### src/rtl/rfte_pkg.sv
`default_nettype none

package rfte_pkg;

	localparam int CFG_IDX_W  = 2;
	localparam int CFG_DATA_W = 8;

	localparam logic [CFG_IDX_W-1:0] CFG_BINARY_MODE  = 2'd0;
	localparam logic [CFG_IDX_W-1:0] CFG_HOUR_12_MODE = 2'd1;

	// Days from 1970-01-01 to 2000-01-01.
	localparam logic [15:0] DAYS_TO_2000 = 16'd10957;

	typedef struct packed {
		logic       binary_mode;
		logic       hour_12_mode;
	} cfg_t;

	typedef struct packed {
		logic [7:0] hour_raw;
		logic [7:0] minute_raw;
		logic [7:0] second_raw;
		logic [7:0] day_raw;
		logic [7:0] month_raw;
		logic [7:0] year_raw;
	} raw_t;

	typedef struct packed {
		logic [4:0] hour;
		logic [5:0] minute;
		logic [5:0] second;
		logic [7:0] day;
		logic [3:0] month;
		logic [6:0] year;
		logic       bad;
	} fields_t;

	typedef struct packed {
		logic [15:0] days;
		logic [16:0] sod;
		logic        bad;
	} daycount_t;

	typedef struct packed {
		logic [31:0] secs;
		logic        bad;
	} secs_t;

	typedef struct packed {
		logic [41:0] timestamp_ms;
		logic        field_error;
	} result_t;

	// Returns {bad_digit, value}. In binary mode the byte passes unchanged.
	function automatic logic [8:0] decode_byte(input logic [7:0] raw, input logic binary);
		logic [7:0] hi;
		logic [7:0] lo;
		logic [7:0] val;
		logic       bad;
		hi  = {4'd0, raw[7:4]};
		lo  = {4'd0, raw[3:0]};
		val = {hi[4:0], 3'b000} + {hi[6:0], 1'b0} + lo;
		bad = (raw[7:4] > 4'd9) || (raw[3:0] > 4'd9);
		if (binary) begin
			decode_byte = {1'b0, raw};
		end else begin
			decode_byte = {bad, val};
		end
	endfunction

	function automatic logic [4:0] month_len(input logic [3:0] month, input logic leap);
		case (month)
			4'd2:    month_len = leap ? 5'd29 : 5'd28;
			4'd4:    month_len = 5'd30;
			4'd6:    month_len = 5'd30;
			4'd9:    month_len = 5'd30;
			4'd11:   month_len = 5'd30;
			default: month_len = 5'd31;
		endcase
	endfunction

	// Days in the year before the first of the given month, common year.
	function automatic logic [8:0] cum_days(input logic [3:0] month);
		case (month)
			4'd1:    cum_days = 9'd0;
			4'd2:    cum_days = 9'd31;
			4'd3:    cum_days = 9'd59;
			4'd4:    cum_days = 9'd90;
			4'd5:    cum_days = 9'd120;
			4'd6:    cum_days = 9'd151;
			4'd7:    cum_days = 9'd181;
			4'd8:    cum_days = 9'd212;
			4'd9:    cum_days = 9'd243;
			4'd10:   cum_days = 9'd273;
			4'd11:   cum_days = 9'd304;
			4'd12:   cum_days = 9'd334;
			default: cum_days = 9'd0;
		endcase
	endfunction

endpackage

`default_nettype wire

### src/rtl/rfte_in_if.sv
`default_nettype none

interface rfte_in_if;
	logic       valid;
	logic       ready;
	logic [7:0] hour_raw;
	logic [7:0] minute_raw;
	logic [7:0] second_raw;
	logic [7:0] day_raw;
	logic [7:0] month_raw;
	logic [7:0] year_raw;

	modport source (
		output valid, hour_raw, minute_raw, second_raw, day_raw, month_raw, year_raw,
		input  ready
	);
	modport sink (
		input  valid, hour_raw, minute_raw, second_raw, day_raw, month_raw, year_raw,
		output ready
	);
endinterface

`default_nettype wire

### src/rtl/rfte_out_if.sv
`default_nettype none

interface rfte_out_if;
	logic        valid;
	logic        ready;
	logic [41:0] timestamp_ms;
	logic        field_error;

	modport source (
		output valid, timestamp_ms, field_error,
		input  ready
	);
	modport sink (
		input  valid, timestamp_ms, field_error,
		output ready
	);
endinterface

`default_nettype wire

### src/rtl/rfte_cfg_if.sv
`default_nettype none

interface rfte_cfg_if;
	logic                           valid;
	logic                           ready;
	logic [rfte_pkg::CFG_IDX_W-1:0]  index;
	logic [rfte_pkg::CFG_DATA_W-1:0] data;

	modport source (
		output valid, index, data,
		input  ready
	);
	modport sink (
		input  valid, index, data,
		output ready
	);
endinterface

`default_nettype wire

### src/rtl/rfte_decode.sv
`default_nettype none

module rfte_decode (
	input  wire logic            clk,
	input  wire logic            arst_n,
	input  wire logic            en,
	input  wire logic            in_valid,
	input  wire rfte_pkg::raw_t  raw,
	input  wire rfte_pkg::cfg_t  cfg,
	output logic                 valid_s1,
	output rfte_pkg::fields_t    fields_s1
);

	logic [7:0]        hraw;
	logic              pm;
	logic [8:0]        hdec, mdec, sdec, ddec, modec, ydec;
	logic [7:0]        h;
	logic [7:0]        hadj;
	logic              hbad;
	rfte_pkg::fields_t nxt;

	always_comb begin
		hraw  = cfg.hour_12_mode ? {1'b0, raw.hour_raw[6:0]} : raw.hour_raw;
		pm    = cfg.hour_12_mode & raw.hour_raw[7];
		hdec  = rfte_pkg::decode_byte(hraw, cfg.binary_mode);
		mdec  = rfte_pkg::decode_byte(raw.minute_raw, cfg.binary_mode);
		sdec  = rfte_pkg::decode_byte(raw.second_raw, cfg.binary_mode);
		ddec  = rfte_pkg::decode_byte(raw.day_raw, cfg.binary_mode);
		modec = rfte_pkg::decode_byte(raw.month_raw, cfg.binary_mode);
		ydec  = rfte_pkg::decode_byte(raw.year_raw, cfg.binary_mode);
		h     = hdec[7:0];

		// 12 AM maps to hour 0; PM adds twelve, so 12 PM stays at 12.
		if (cfg.hour_12_mode) begin
			hbad = (h < 8'd1) || (h > 8'd12);
			hadj = ((h == 8'd12) ? 8'd0 : h) + (pm ? 8'd12 : 8'd0);
		end else begin
			hbad = h > 8'd23;
			hadj = h;
		end

		nxt.hour   = hadj[4:0];
		nxt.minute = mdec[5:0];
		nxt.second = sdec[5:0];
		nxt.day    = ddec[7:0];
		nxt.month  = modec[3:0];
		nxt.year   = ydec[6:0];
		nxt.bad    = hdec[8] | mdec[8] | sdec[8] | ddec[8] | modec[8] | ydec[8] | hbad
			| (mdec[7:0] > 8'd59) | (sdec[7:0] > 8'd59) | (ydec[7:0] > 8'd99)
			| (modec[7:0] < 8'd1) | (modec[7:0] > 8'd12);
	end

	always_ff @(posedge clk or negedge arst_n) begin
		if (!arst_n) begin
			valid_s1 <= 1'b0;
		end else if (en) begin
			valid_s1 <= in_valid;
		end
	end

	always_ff @(posedge clk) begin
		if (en) begin
			fields_s1 <= nxt;
		end
	end

endmodule

`default_nettype wire

### src/rtl/rfte_calendar.sv
`default_nettype none

module rfte_calendar (
	input  wire logic              clk,
	input  wire logic              arst_n,
	input  wire logic              en,
	input  wire logic              valid_s1,
	input  wire rfte_pkg::fields_t fields_s1,
	output logic                   valid_s2,
	output rfte_pkg::daycount_t    count_s2
);

	logic                leap;
	logic [4:0]          mlen;
	logic                day_bad;
	logic [15:0]         yr_days;
	logic [7:0]          leap_sum;
	logic [15:0]         leaps;
	logic [15:0]         extra;
	logic [15:0]         days;
	logic [16:0]         sod;
	rfte_pkg::daycount_t nxt;

	always_comb begin
		// Within 2000..2099 a year is leap exactly when its two digits divide by four.
		leap     = fields_s1.year[1:0] == 2'd0;
		mlen     = rfte_pkg::month_len(fields_s1.month, leap);
		day_bad  = (fields_s1.day == 8'd0) || (fields_s1.day > {3'd0, mlen});
		yr_days  = {9'd0, fields_s1.year} * 16'd365;
		// Leap years from 2000 up to the year before this one.
		leap_sum = {1'b0, fields_s1.year} + 8'd3;
		leaps    = {10'd0, leap_sum[7:2]};
		extra    = {15'd0, leap && (fields_s1.month > 4'd2)};
		days     = rfte_pkg::DAYS_TO_2000 + yr_days + leaps
			+ {7'd0, rfte_pkg::cum_days(fields_s1.month)} + extra
			+ {11'd0, fields_s1.day[4:0]} - 16'd1;
		sod      = {12'd0, fields_s1.hour} * 17'd3600 + {11'd0, fields_s1.minute} * 17'd60
			+ {11'd0, fields_s1.second};

		nxt.days = days;
		nxt.sod  = sod;
		nxt.bad  = fields_s1.bad | day_bad;
	end

	always_ff @(posedge clk or negedge arst_n) begin
		if (!arst_n) begin
			valid_s2 <= 1'b0;
		end else if (en) begin
			valid_s2 <= valid_s1;
		end
	end

	always_ff @(posedge clk) begin
		if (en) begin
			count_s2 <= nxt;
		end
	end

endmodule

`default_nettype wire

### src/rtl/rfte_scale.sv
`default_nettype none

module rfte_scale (
	input  wire logic                clk,
	input  wire logic                arst_n,
	input  wire logic                en_s3,
	input  wire logic                en_s4,
	input  wire logic                valid_s2,
	input  wire rfte_pkg::daycount_t count_s2,
	output logic                     valid_s3,
	output logic                     valid_s4,
	output rfte_pkg::result_t        result_s4
);

	rfte_pkg::secs_t   secs_s3;
	logic [31:0]       secs_nxt;
	logic [41:0]       ms_nxt;
	rfte_pkg::result_t res_nxt;

	always_comb begin
		secs_nxt = {16'd0, count_s2.days} * 32'd86400 + {15'd0, count_s2.sod};
		ms_nxt   = {10'd0, secs_s3.secs} * 42'd1000;
		res_nxt.timestamp_ms = secs_s3.bad ? 42'd0 : ms_nxt;
		res_nxt.field_error  = secs_s3.bad;
	end

	always_ff @(posedge clk or negedge arst_n) begin
		if (!arst_n) begin
			valid_s3 <= 1'b0;
			valid_s4 <= 1'b0;
		end else begin
			if (en_s3) begin
				valid_s3 <= valid_s2;
			end
			if (en_s4) begin
				valid_s4 <= valid_s3;
			end
		end
	end

	always_ff @(posedge clk) begin
		if (en_s3) begin
			secs_s3.secs <= secs_nxt;
			secs_s3.bad  <= count_s2.bad;
		end
		if (en_s4) begin
			result_s4 <= res_nxt;
		end
	end

endmodule

`default_nettype wire

### src/rtl/rtc_fields_to_epoch_ms.sv
`default_nettype none

// Channel  Role    Payload
// rtc_in   sink    hour_raw, minute_raw, second_raw, day_raw, month_raw, year_raw
// epoch    source  timestamp_ms (42 bits), field_error
// cfg      sink    index (2 bits), data (8 bits, bit 0 used); always ready
//
// Four register stages: decode, calendar, seconds multiply, milliseconds multiply.
// A result passes through these stages in order after its input transfer; one item
// per cycle while the output is not stalled.
// Reset clears every stage valid and both configuration bits.
// A stage loads when it is empty or the stage after it moves, so a stall on the
// output backs up stage by stage while bubbles are squeezed out.

module rtc_fields_to_epoch_ms (
	input wire logic   clk,
	input wire logic   arst_n,
	rfte_in_if.sink    rtc_in,
	rfte_out_if.source epoch,
	rfte_cfg_if.sink   cfg
);

	rfte_pkg::cfg_t      cfg_q;
	rfte_pkg::raw_t      raw;
	rfte_pkg::fields_t   fields_s1;
	rfte_pkg::daycount_t count_s2;
	rfte_pkg::result_t   result_s4;
	logic                valid_s1, valid_s2, valid_s3, valid_s4;
	logic                en_s1, en_s2, en_s3, en_s4;

	assign cfg.ready = 1'b1;

	always_ff @(posedge clk or negedge arst_n) begin
		if (!arst_n) begin
			cfg_q <= '0;
		end else if (cfg.valid) begin
			case (cfg.index)
				rfte_pkg::CFG_BINARY_MODE:  cfg_q.binary_mode  <= cfg.data[0];
				rfte_pkg::CFG_HOUR_12_MODE: cfg_q.hour_12_mode <= cfg.data[0];
				default: ;
			endcase
		end
	end

	assign en_s4 = !valid_s4 || epoch.ready;
	assign en_s3 = !valid_s3 || en_s4;
	assign en_s2 = !valid_s2 || en_s3;
	assign en_s1 = !valid_s1 || en_s2;

	assign rtc_in.ready = en_s1;

	assign raw.hour_raw   = rtc_in.hour_raw;
	assign raw.minute_raw = rtc_in.minute_raw;
	assign raw.second_raw = rtc_in.second_raw;
	assign raw.day_raw    = rtc_in.day_raw;
	assign raw.month_raw  = rtc_in.month_raw;
	assign raw.year_raw   = rtc_in.year_raw;

	rfte_decode u_decode (
		.clk       (clk),
		.arst_n    (arst_n),
		.en        (en_s1),
		.in_valid  (rtc_in.valid),
		.raw       (raw),
		.cfg       (cfg_q),
		.valid_s1  (valid_s1),
		.fields_s1 (fields_s1)
	);

	rfte_calendar u_calendar (
		.clk       (clk),
		.arst_n    (arst_n),
		.en        (en_s2),
		.valid_s1  (valid_s1),
		.fields_s1 (fields_s1),
		.valid_s2  (valid_s2),
		.count_s2  (count_s2)
	);

	rfte_scale u_scale (
		.clk       (clk),
		.arst_n    (arst_n),
		.en_s3     (en_s3),
		.en_s4     (en_s4),
		.valid_s2  (valid_s2),
		.count_s2  (count_s2),
		.valid_s3  (valid_s3),
		.valid_s4  (valid_s4),
		.result_s4 (result_s4)
	);

	assign epoch.valid        = valid_s4;
	assign epoch.timestamp_ms = result_s4.timestamp_ms;
	assign epoch.field_error  = result_s4.field_error;

	// The input is held off only when every stage holds an item.
	a_ready_only_when_full: assert property (@(posedge clk) disable iff (!arst_n)
		!rtc_in.ready |-> (valid_s1 && valid_s2 && valid_s3 && valid_s4))
		else $error("input stalled while the pipeline has a free stage");

	a_error_gives_zero: assert property (@(posedge clk) disable iff (!arst_n)
		(epoch.valid && epoch.field_error) |-> (epoch.timestamp_ms == 42'd0))
		else $error("error result carries a nonzero timestamp");

	a_timestamp_in_range: assert property (@(posedge clk) disable iff (!arst_n)
		epoch.valid |-> (epoch.timestamp_ms < 42'd4102444800000))
		else $error("timestamp beyond the end of 2099");

	a_bubble_stays_bubble: assert property (@(posedge clk) disable iff (!arst_n)
		(!valid_s3 && en_s4) |=> !valid_s4)
		else $error("result appeared without an item behind it");

	a_stall_holds_result: assert property (@(posedge clk) disable iff (!arst_n)
		(valid_s4 && !epoch.ready) |=> (valid_s4 && $stable(result_s4)))
		else $error("stalled result changed");

endmodule

`default_nettype wire
### src/flat_wrapper.sv
// flat-port wrapper written by rule: the top's interface ports become plain ports
module rtc_fields_to_epoch_ms_flat 
  (clk, arst_n, rtc_in_valid, rtc_in_hour_raw, rtc_in_minute_raw, rtc_in_second_raw, rtc_in_day_raw, rtc_in_month_raw, rtc_in_year_raw, rtc_in_ready, epoch_valid, epoch_timestamp_ms, epoch_field_error, epoch_ready, cfg_valid, cfg_index, cfg_data, cfg_ready);
  rfte_in_if rtc_in_i ();
  rfte_out_if epoch_i ();
  rfte_cfg_if cfg_i ();
  input wire logic clk;
  input wire logic arst_n;
  input wire logic [$bits(rtc_in_i.valid)-1:0] rtc_in_valid;
  input wire logic [$bits(rtc_in_i.hour_raw)-1:0] rtc_in_hour_raw;
  input wire logic [$bits(rtc_in_i.minute_raw)-1:0] rtc_in_minute_raw;
  input wire logic [$bits(rtc_in_i.second_raw)-1:0] rtc_in_second_raw;
  input wire logic [$bits(rtc_in_i.day_raw)-1:0] rtc_in_day_raw;
  input wire logic [$bits(rtc_in_i.month_raw)-1:0] rtc_in_month_raw;
  input wire logic [$bits(rtc_in_i.year_raw)-1:0] rtc_in_year_raw;
  output wire logic [$bits(rtc_in_i.ready)-1:0] rtc_in_ready;
  output wire logic [$bits(epoch_i.valid)-1:0] epoch_valid;
  output wire logic [$bits(epoch_i.timestamp_ms)-1:0] epoch_timestamp_ms;
  output wire logic [$bits(epoch_i.field_error)-1:0] epoch_field_error;
  input wire logic [$bits(epoch_i.ready)-1:0] epoch_ready;
  input wire logic [$bits(cfg_i.valid)-1:0] cfg_valid;
  input wire logic [$bits(cfg_i.index)-1:0] cfg_index;
  input wire logic [$bits(cfg_i.data)-1:0] cfg_data;
  output wire logic [$bits(cfg_i.ready)-1:0] cfg_ready;
  assign rtc_in_i.valid = rtc_in_valid;
  assign rtc_in_i.hour_raw = rtc_in_hour_raw;
  assign rtc_in_i.minute_raw = rtc_in_minute_raw;
  assign rtc_in_i.second_raw = rtc_in_second_raw;
  assign rtc_in_i.day_raw = rtc_in_day_raw;
  assign rtc_in_i.month_raw = rtc_in_month_raw;
  assign rtc_in_i.year_raw = rtc_in_year_raw;
  assign rtc_in_ready = rtc_in_i.ready;
  assign epoch_valid = epoch_i.valid;
  assign epoch_timestamp_ms = epoch_i.timestamp_ms;
  assign epoch_field_error = epoch_i.field_error;
  assign epoch_i.ready = epoch_ready;
  assign cfg_i.valid = cfg_valid;
  assign cfg_i.index = cfg_index;
  assign cfg_i.data = cfg_data;
  assign cfg_ready = cfg_i.ready;
  rtc_fields_to_epoch_ms u_core (.clk(clk), .arst_n(arst_n), .rtc_in(rtc_in_i), .epoch(epoch_i), .cfg(cfg_i));
endmodule
### config.mk
export PLATFORM = sky130hd
export DESIGN_NAME = rtc_fields_to_epoch_ms_flat
export DESIGN_NICKNAME = d
export VERILOG_FILES = /design/src/rtl/rfte_pkg.sv /design/src/rtl/rfte_in_if.sv /design/src/rtl/rfte_out_if.sv /design/src/rtl/rfte_cfg_if.sv /design/src/rtl/rfte_decode.sv /design/src/rtl/rfte_calendar.sv /design/src/rtl/rfte_scale.sv /design/src/rtl/rtc_fields_to_epoch_ms.sv /design/src/flat_wrapper.sv
export SDC_FILE = /design/constraint.sdc
export NUM_CORES = 1
export LEC_CHECK = 0
export BUFFER_PORTS_ARGS = -buffer_cell sky130_fd_sc_hd__buf_2
export CORE_MARGIN = 2
export CORE_UTILIZATION = 55
export CTS_CLUSTER_SIZE = 12
export DETAILED_ROUTE_END_ITERATION = 7
export PLACE_DENSITY = 0.8
export SYNTH_ARGS = -nofsm -noshare
export SYNTH_HDL_FRONTEND = slang
export SYNTH_SLANG_ARGS = --single-unit
export TNS_END_PERCENT = 30
### constraint.sdc
create_clock -name clk -period 8.75 [get_ports clk]
set_input_delay 0.4375 -clock clk [delete_from_list [all_inputs] [get_ports clk]]
set_output_delay 0.4375 -clock clk [all_outputs]
set_load 0.03 [all_outputs]
; ---- After elaboration in Yosys (flattened, before gate mapping)
; Memories as Yosys holds them, arrays and structs flattened. A register that Yosys moved wholly into a read port is not among the register bits.
; Cells that the tools add are included.
[classes]
n_addsub = 23
multipliers = 5
div = 0
n_lt_le_gt_ge = 22
n_eq_ne = 7
n_shift = 0
n_mux = 14
n_bitwise = 13
n_reduce_logical = 23
[ops]
columns = op, n
row1 = $mux 9, 6
row2 = $add 7x5->8, 6
row3 = $add 8x4->8, 6
row4 = $gt 4x4->1 const B, 12
row5 = $mul 32x7->39 const B, 1
row6 = $add 32x17->32, 1
row7 = $mul 16x10->25 const B, 1
row8 = $add 17x12->17, 1
row9 = $add 17x6->17, 1
row10 = $add 14x16->16 const A, 1
row11 = $add 16x1->16, 1
row12 = $add 16x5->16, 1
row13 = $add 16x6->16, 1
row14 = $add 16x9->16, 1
row15 = $gt 8x4->1 const B, 2
row16 = $gt 8x6->1 const B, 2
row17 = $lt 8x1->1 const B, 2
row18 = $mul 7x9->16 const B, 1
row19 = $sub 16x1->16 const B, 1
row20 = $mul 5x8->13 const B, 1
row21 = $logic_or 1x1->1, 12
row22 = $or 1x1->1, 12
row23 = $mul 6x4->10 const B, 1
row24 = $mux 5, 2
row25 = 22 further kinds, 31
[totals]
regBits = 153
latchBits = 0
mem_bits_rw = 0
romBits = 144
out_inout_bits = 46
mem_count = 1
[mem_list]
columns = memory, words, word_bits, read_ports, rd_clocked_by_memory_dff, wr, line
row1 = (no name shown), 16, 9, 1, 1, 0, rfte_pkg.sv:84  ; case (month)

; ---- Logic depth before layout (Yosys ltp)
[depth]
word_depth = 15
depth_mapped = 25

; ---- By module
; From an unflattened synthesis, not the netlist that was laid out.
[unflattened]
cells_unflattened = 1782
hier_area_um2 = 19362.3
[modules_own_cells]
columns = module, n_inst, cells_per_inst, area_per_inst_um2, seq_area_each_um2
row1 = rfte_scale, 1, 1001, 10908.0, 2242.2
row2 = rfte_calendar, 1, 498, 5252.5, 1046.0
row3 = rfte_decode, 1, 270, 3061.7, 1136.1
row4 = rtc_fields_to_epoch_ms, 1, 13, 140.1, 50.0

; ---- Worst setup path after synthesis
; Ideal clock, no wire load.
[synth_timing]
kind = flip-flop to flip-flop
from = register u_core.u_decode.fields_s1[2] (netlist name)
to = register u_core.u_calendar.count_s2[33] (netlist name)
setup_time_ns = 0.260
arrival_ns = 5.630
path_slack_ns = 2.860
path_stages_with_launch = 25
n_path_buf = 0
synth_period_minus_slack_ns = 5.890
cell_sequence = edfxtp_1 -> inv_1 -> ha_1 -> nand2_1 -> nand2_1 -> nand2_1 -> xnor2_1 -> fa_1 -> ha_1 -> inv_1 -> fa_1 -> fa_1 -> inv_1 -> fa_1 -> ha_1 -> a21o_1 -> a21oi_1 -> o21bai_1 -> a21oi_1 -> o21bai_1 -> a211o_1 -> a2111oi_0 -> o31ai_1 -> a21oi_1 -> xnor2_1
[synth_between]
elab_chain_len = 7
[synth_rtl]
columns = item, line
row1 = $mul 7x9->16, rfte_calendar.sv:29  ; yr_days = {9'd0, fields_s1.year} * 16'd365;
row2 = $add 14x16->16, rfte_calendar.sv:34  ; days = rfte_pkg::DAYS_TO_2000 + yr_days + leaps
row3 = $add 16x6->16, rfte_calendar.sv:34
row4 = $add 16x9->16, rfte_calendar.sv:35  ; + {7'd0, rfte_pkg::cum_days(fields_s1.month)} + extra
row5 = $add 16x1->16 *, rfte_calendar.sv:35
row6 = $add 16x5->16 *, rfte_calendar.sv:36  ; + {11'd0, fields_s1.day[4:0]} - 16'd1;
row7 = $sub 16x1->16 *, rfte_calendar.sv:36
row8 = net u_core.u_calendar.days[15], rfte_calendar.sv:20  ; logic [15:0] days;
; The timed path passes the listed nets; every way through them passes the cells marked *.
; A chain may end at the register's enable or synchronous reset.

; ---- Final worst setup path
[layout_timing]
from = register u_core.u_decode.fields_s1[2] (netlist name)
to = register u_core.u_calendar.count_s2[33] (netlist name)
[layout_between]
elab_chain_len = 7
[layout_rtl]
columns = item, line
row1 = $mul 7x9->16, rfte_calendar.sv:29
row2 = $add 14x16->16, rfte_calendar.sv:34
row3 = $add 16x6->16, rfte_calendar.sv:34
row4 = $add 16x9->16, rfte_calendar.sv:35
row5 = $add 16x1->16 *, rfte_calendar.sv:35
row6 = $add 16x5->16 *, rfte_calendar.sv:36
row7 = $sub 16x1->16 *, rfte_calendar.sv:36
row8 = net u_core.u_calendar.days[15], rfte_calendar.sv:20
; Marked as above.

==> run summary <==
The arrival time reported for the critical path endpoint came out at 6.65 ns. The starting utilization of the core area came out at 0.5573. The number of instances in the synthesized netlist came out at 1746. The final max-slew violation count was 0. The clock latency on the worst-skew pair is 0.45 ns. Setup repair after global routing left no endpoint under its margin. The number of gates resized after CTS was 0. The post-synthesis mux area share came out at 0.01755. At the pin with the least slew margin, the transition time is between 1 and 1.5 ns.

The antenna cell count is 0. The maximum number of pins on one net before global-route repair came out at between 50 and 60. The run finished with clean final reports. The deepest level of the CTS H-tree came out at 4. The startpoint class of the critical path is a flop. The synthesis-to-layout area growth is 8.365%. The final setup slack of the worst path is 2.284 ns. The initialized floorplan defines just under 70 standard-cell rows. The mean cell area of the mapped netlist is ~11 um^2. The detailed router's first-iteration violation count is approximately 430.

Of the total synthesized cell area, the portion taken by AND, OR, NAND and NOR gates is 0.07305. In the final design database the tool counted 2467 nets. The maximum root-to-sink buffer count is 2. The area of the mapped netlist is 0.01925 mm^2. The highest net fanout along the worst path came out at 7. The number of vias in the routed layout came out at ~13000.

The library cell used most frequently in the layout, excluding fill and tap cells, is sky130_fd_sc_hd__ha_1. The post-route antenna net violation count came out at 0. In the synthesized netlist the dominant register cell turns out to be sky130_fd_sc_hd__edfxtp_1. Of the total synthesized cell area, the portion taken by XOR and XNOR cells is 0.06187. The number of global-route vias before repair is approximately 14000. The compound-cell area share of the yosys netlist came out at 0.1052. Of the synthesized area, sequential elements account for 0.2418. The worst setup timing slack at the placement stage is 2.348 ns. Dividing the final minimum period by the clock period gives 0.7389. The first-pass GRT wire length came out at 60810 um.

The endpoint type of the worst setup path is a flop. The fill cell total of the finished layout came out at 2815. The hold violation total from the final report came to 0. The total half-perimeter wirelength after legalization and detailed placement came out at 28990 um. The overall routing resource usage came out at 0.2029. The floorplan step defined a die boundary enclosing 0.03651 mm^2.

Setup violations remaining at the end of the flow were counted as 0. The tightest slew margin relative to the limit came out at 0.2278. The floorplan core area is 0.03454 mm^2. The final critical delay including setup and external delays came out at 6.466 ns. The remaining global-route overflow is 0. The sum of negative setup slack came out at 0 ns.

CTS placed an instance of sky130_fd_sc_hd__clkbuf_16 at the clock tree root. The number of warning messages in the yosys log is 0. Clock skew on the completed layout was measured at 0.01328 ns. The number of clock sinks seen by CTS is 159. The max-capacitance violation count is 0.

The required time of the critical path is 8.94 ns. The count of port buffers added during placement came out at a little under 100. After synthesis the netlist holds a flip-flop and latch count of 159. In the routed layout, each cell is associated on average with a via count of 5.449.

The post-synthesis cell type count is 82. The routed wire length is between 30000 and 40000 um. The number of buffers added by the clock tree synthesis step is 17. Dividing the detail-routed wire length by the instance count gives 14.90 um. Counting flops with a built-in enable in the synthesized netlist gives 144.

The setup path with the least slack is of type flop to flop. From bottom edge to top edge, the die measures 191.1 um. The area share of fa/ha/maj cells after synthesis came out at 0.4447. The TritonCTS clock tree is done.

The number of antenna violations at the first check in global routing is 0. In the layout the commonest cells are 345 x sky130_fd_sc_hd__ha_1, 256 x sky130_fd_sc_hd__inv_1, 212 x sky130_fd_sc_hd__fa_1, 144 x sky130_fd_sc_hd__edfxtp_1. The share of synthesized area in the top cell type comes to 0.2246. The achievable clock frequency came out at 154.7 MHz. The library cell occupying the most area in the post-synthesis netlist is sky130_fd_sc_hd__edfxtp_1. At the end of routability-driven placement, the weighted congestion stood at 0.8760.

Clock-pin slew was measured on the worst setup and hold paths at 0.08 ns. The dominant combinational cell family by area after synthesis is adder cells. The count of unresolved DRC violations after routing came out at 0. After synthesis, the cell types taking the most area are sky130_fd_sc_hd__edfxtp_1 22%, sky130_fd_sc_hd__ha_1 22%, sky130_fd_sc_hd__fa_1 22%, sky130_fd_sc_hd__inv_1 5.0%, sky130_fd_sc_hd__xnor2_1 4.1%. The number of detailed-route iterations in the first pass is 4.

The post-route cell area is 0.02086 mm^2. The post-synthesis async set-or-reset flop share came out at 0.03774. The fraction of layout cells with a size suffix above 1 is 0.1000.

The worst hold-check path type is input pin to flop. The placed instances occupy a cell area of just over 0.02 mm^2. The number of top-level pins is 109.

From left edge to right edge, the die measures 191.1 um.
==> critical path: stages, from the launching register on <==
cell and delay, ns:
sky130_fd_sc_hd__edfxtp_1 0.58, sky130_fd_sc_hd__inv_1 0.12, sky130_fd_sc_hd__ha_1 0.21, sky130_fd_sc_hd__nand2_1 0.06
sky130_fd_sc_hd__nand2_1 0.11, sky130_fd_sc_hd__nand2_1 0.11, sky130_fd_sc_hd__xnor2_1 0.13, sky130_fd_sc_hd__fa_1 0.44
sky130_fd_sc_hd__ha_1 0.30, sky130_fd_sc_hd__inv_1 0.08, sky130_fd_sc_hd__fa_1 0.45, sky130_fd_sc_hd__fa_1 0.55
sky130_fd_sc_hd__inv_1 0.05, sky130_fd_sc_hd__fa_1 0.53, sky130_fd_sc_hd__ha_1 0.32, sky130_fd_sc_hd__a21o_1 0.18
sky130_fd_sc_hd__a21oi_1 0.21, sky130_fd_sc_hd__o21bai_1 0.09, sky130_fd_sc_hd__a21oi_1 0.23, sky130_fd_sc_hd__o21bai_1 0.12
sky130_fd_sc_hd__a211o_1 0.32, sky130_fd_sc_hd__a2111oi_0 0.57, sky130_fd_sc_hd__o31ai_1 0.15, sky130_fd_sc_hd__a21oi_1 0.21
sky130_fd_sc_hd__xnor2_1 0.09
==> cell type report <==
class                   instances  area [um^2]  share of cell area
inverters                     256        960.9             0.04606
well taps                     455        569.3             0.02729
clock inverters                15        175.2            0.008397
repair buffers                104        540.5             0.02591
multi-input cells            1309        13540              0.6488
flip-flops and latches        159         4654              0.2231
clock buffers                  17        425.4             0.02039
==> repair_timing <==
| action | in CTS | in global routing |
|---|---|---|
| hold buffers | 1 | 0 |
| endpoints found under the setup margin | 0 | 0 |
| hold endpoints to repair | 6 | 0 |
| setup buffers | 0 | 0 |
==> cell families after synthesis <==
logic type,count (synthesis)
and+or+nand+nor,268
buffers and inverters,280
other,2
adders and majority gates,557
xor gates and xnor gates,136
DFF,159
muxes,30
AOI/OAI and AO/OA,314
==> routing by layer <==
metal | up-vias | GRT usage | share of wire
met2 | 226 | 0.3788 | 0.52
met5 | - | 0 | 0
met3 | 50 | 0.02937 | 0.031
li1 | 6222 | - | -
met4 | 0 | 0.05769 | 0.019
met1 | 6116 | 0.2417 | 0.43
==> flip-flops by register name, summed over array words and instances, names as in the netlist, named ones only <==
register and count:
u_core.u_calendar.count_s2 34, u_core.u_scale.res_nxt 1, u_core.u_calendar.valid_s2 1, u_core.u_scale.secs_s3 32, u_core.u_decode.valid_s1 1, u_core.u_scale.result_s4 40
u_core.cfg_q 2, u_core.u_scale.valid_s3 1, u_core.u_decode.fields_s1 37, u_core.u_scale.valid_s4 1
==> cell usage after synthesis (20+ instances only) <==
master / count
sky130_fd_sc_hd__edfxtp_1: 144
sky130_fd_sc_hd__mux2_2: 20
sky130_fd_sc_hd__nand2_1: 64
sky130_fd_sc_hd__inv_1: 256
sky130_fd_sc_hd__o21bai_1: 24
sky130_fd_sc_hd__a21o_1: 58
sky130_fd_sc_hd__nor2_1: 73
sky130_fd_sc_hd__xnor2_1: 91
sky130_fd_sc_hd__ha_1: 345
sky130_fd_sc_hd__nor2b_1: 24
sky130_fd_sc_hd__xor2_1: 45
sky130_fd_sc_hd__a21oi_1: 97
sky130_fd_sc_hd__o21ai_0: 56
sky130_fd_sc_hd__fa_1: 212
==> metrics by stage <==
stage,hold WS (ns),std cells,util
floorplan,0.1419,1748,-
global placement,0.2775,2282,0.5862
detailed placement,0.2886,2282,0.5862
CTS,0.1476,2315,0.6039
global route,0.1473,2315,0.6039
finish,0.1667,2315,0.6039
==> worst paths after layout <==
| path | slack [ns] | end | start | cells after the start |
|---|---|---|---|---|
| min in group asynchronous | 0.36 | u_core.u_decode.valid_s1 | arst_n | 2 |
| hold reg to reg | 0.41 | u_core.u_calendar.count_s2[2] | u_core.u_decode.fields_s1[21] | 0 |
| max in group asynchronous | 8.22 | u_core.cfg_q[1] | arst_n | 2 |
| setup reg to reg | 2.28 | u_core.u_calendar.count_s2[33] | u_core.u_decode.fields_s1[2] | 24 |
| setup / recovery | 2.28 | u_core.u_calendar.count_s2[33] | u_core.u_decode.fields_s1[2] | 24 |
| hold / removal | 0.17 | u_core.u_decode.fields_s1[20] | rtc_in_second_raw[0] | 1 |
Power is not shown: default switching activity piles up to over one toggle a cycle in this logic, so the estimate is an artifact.
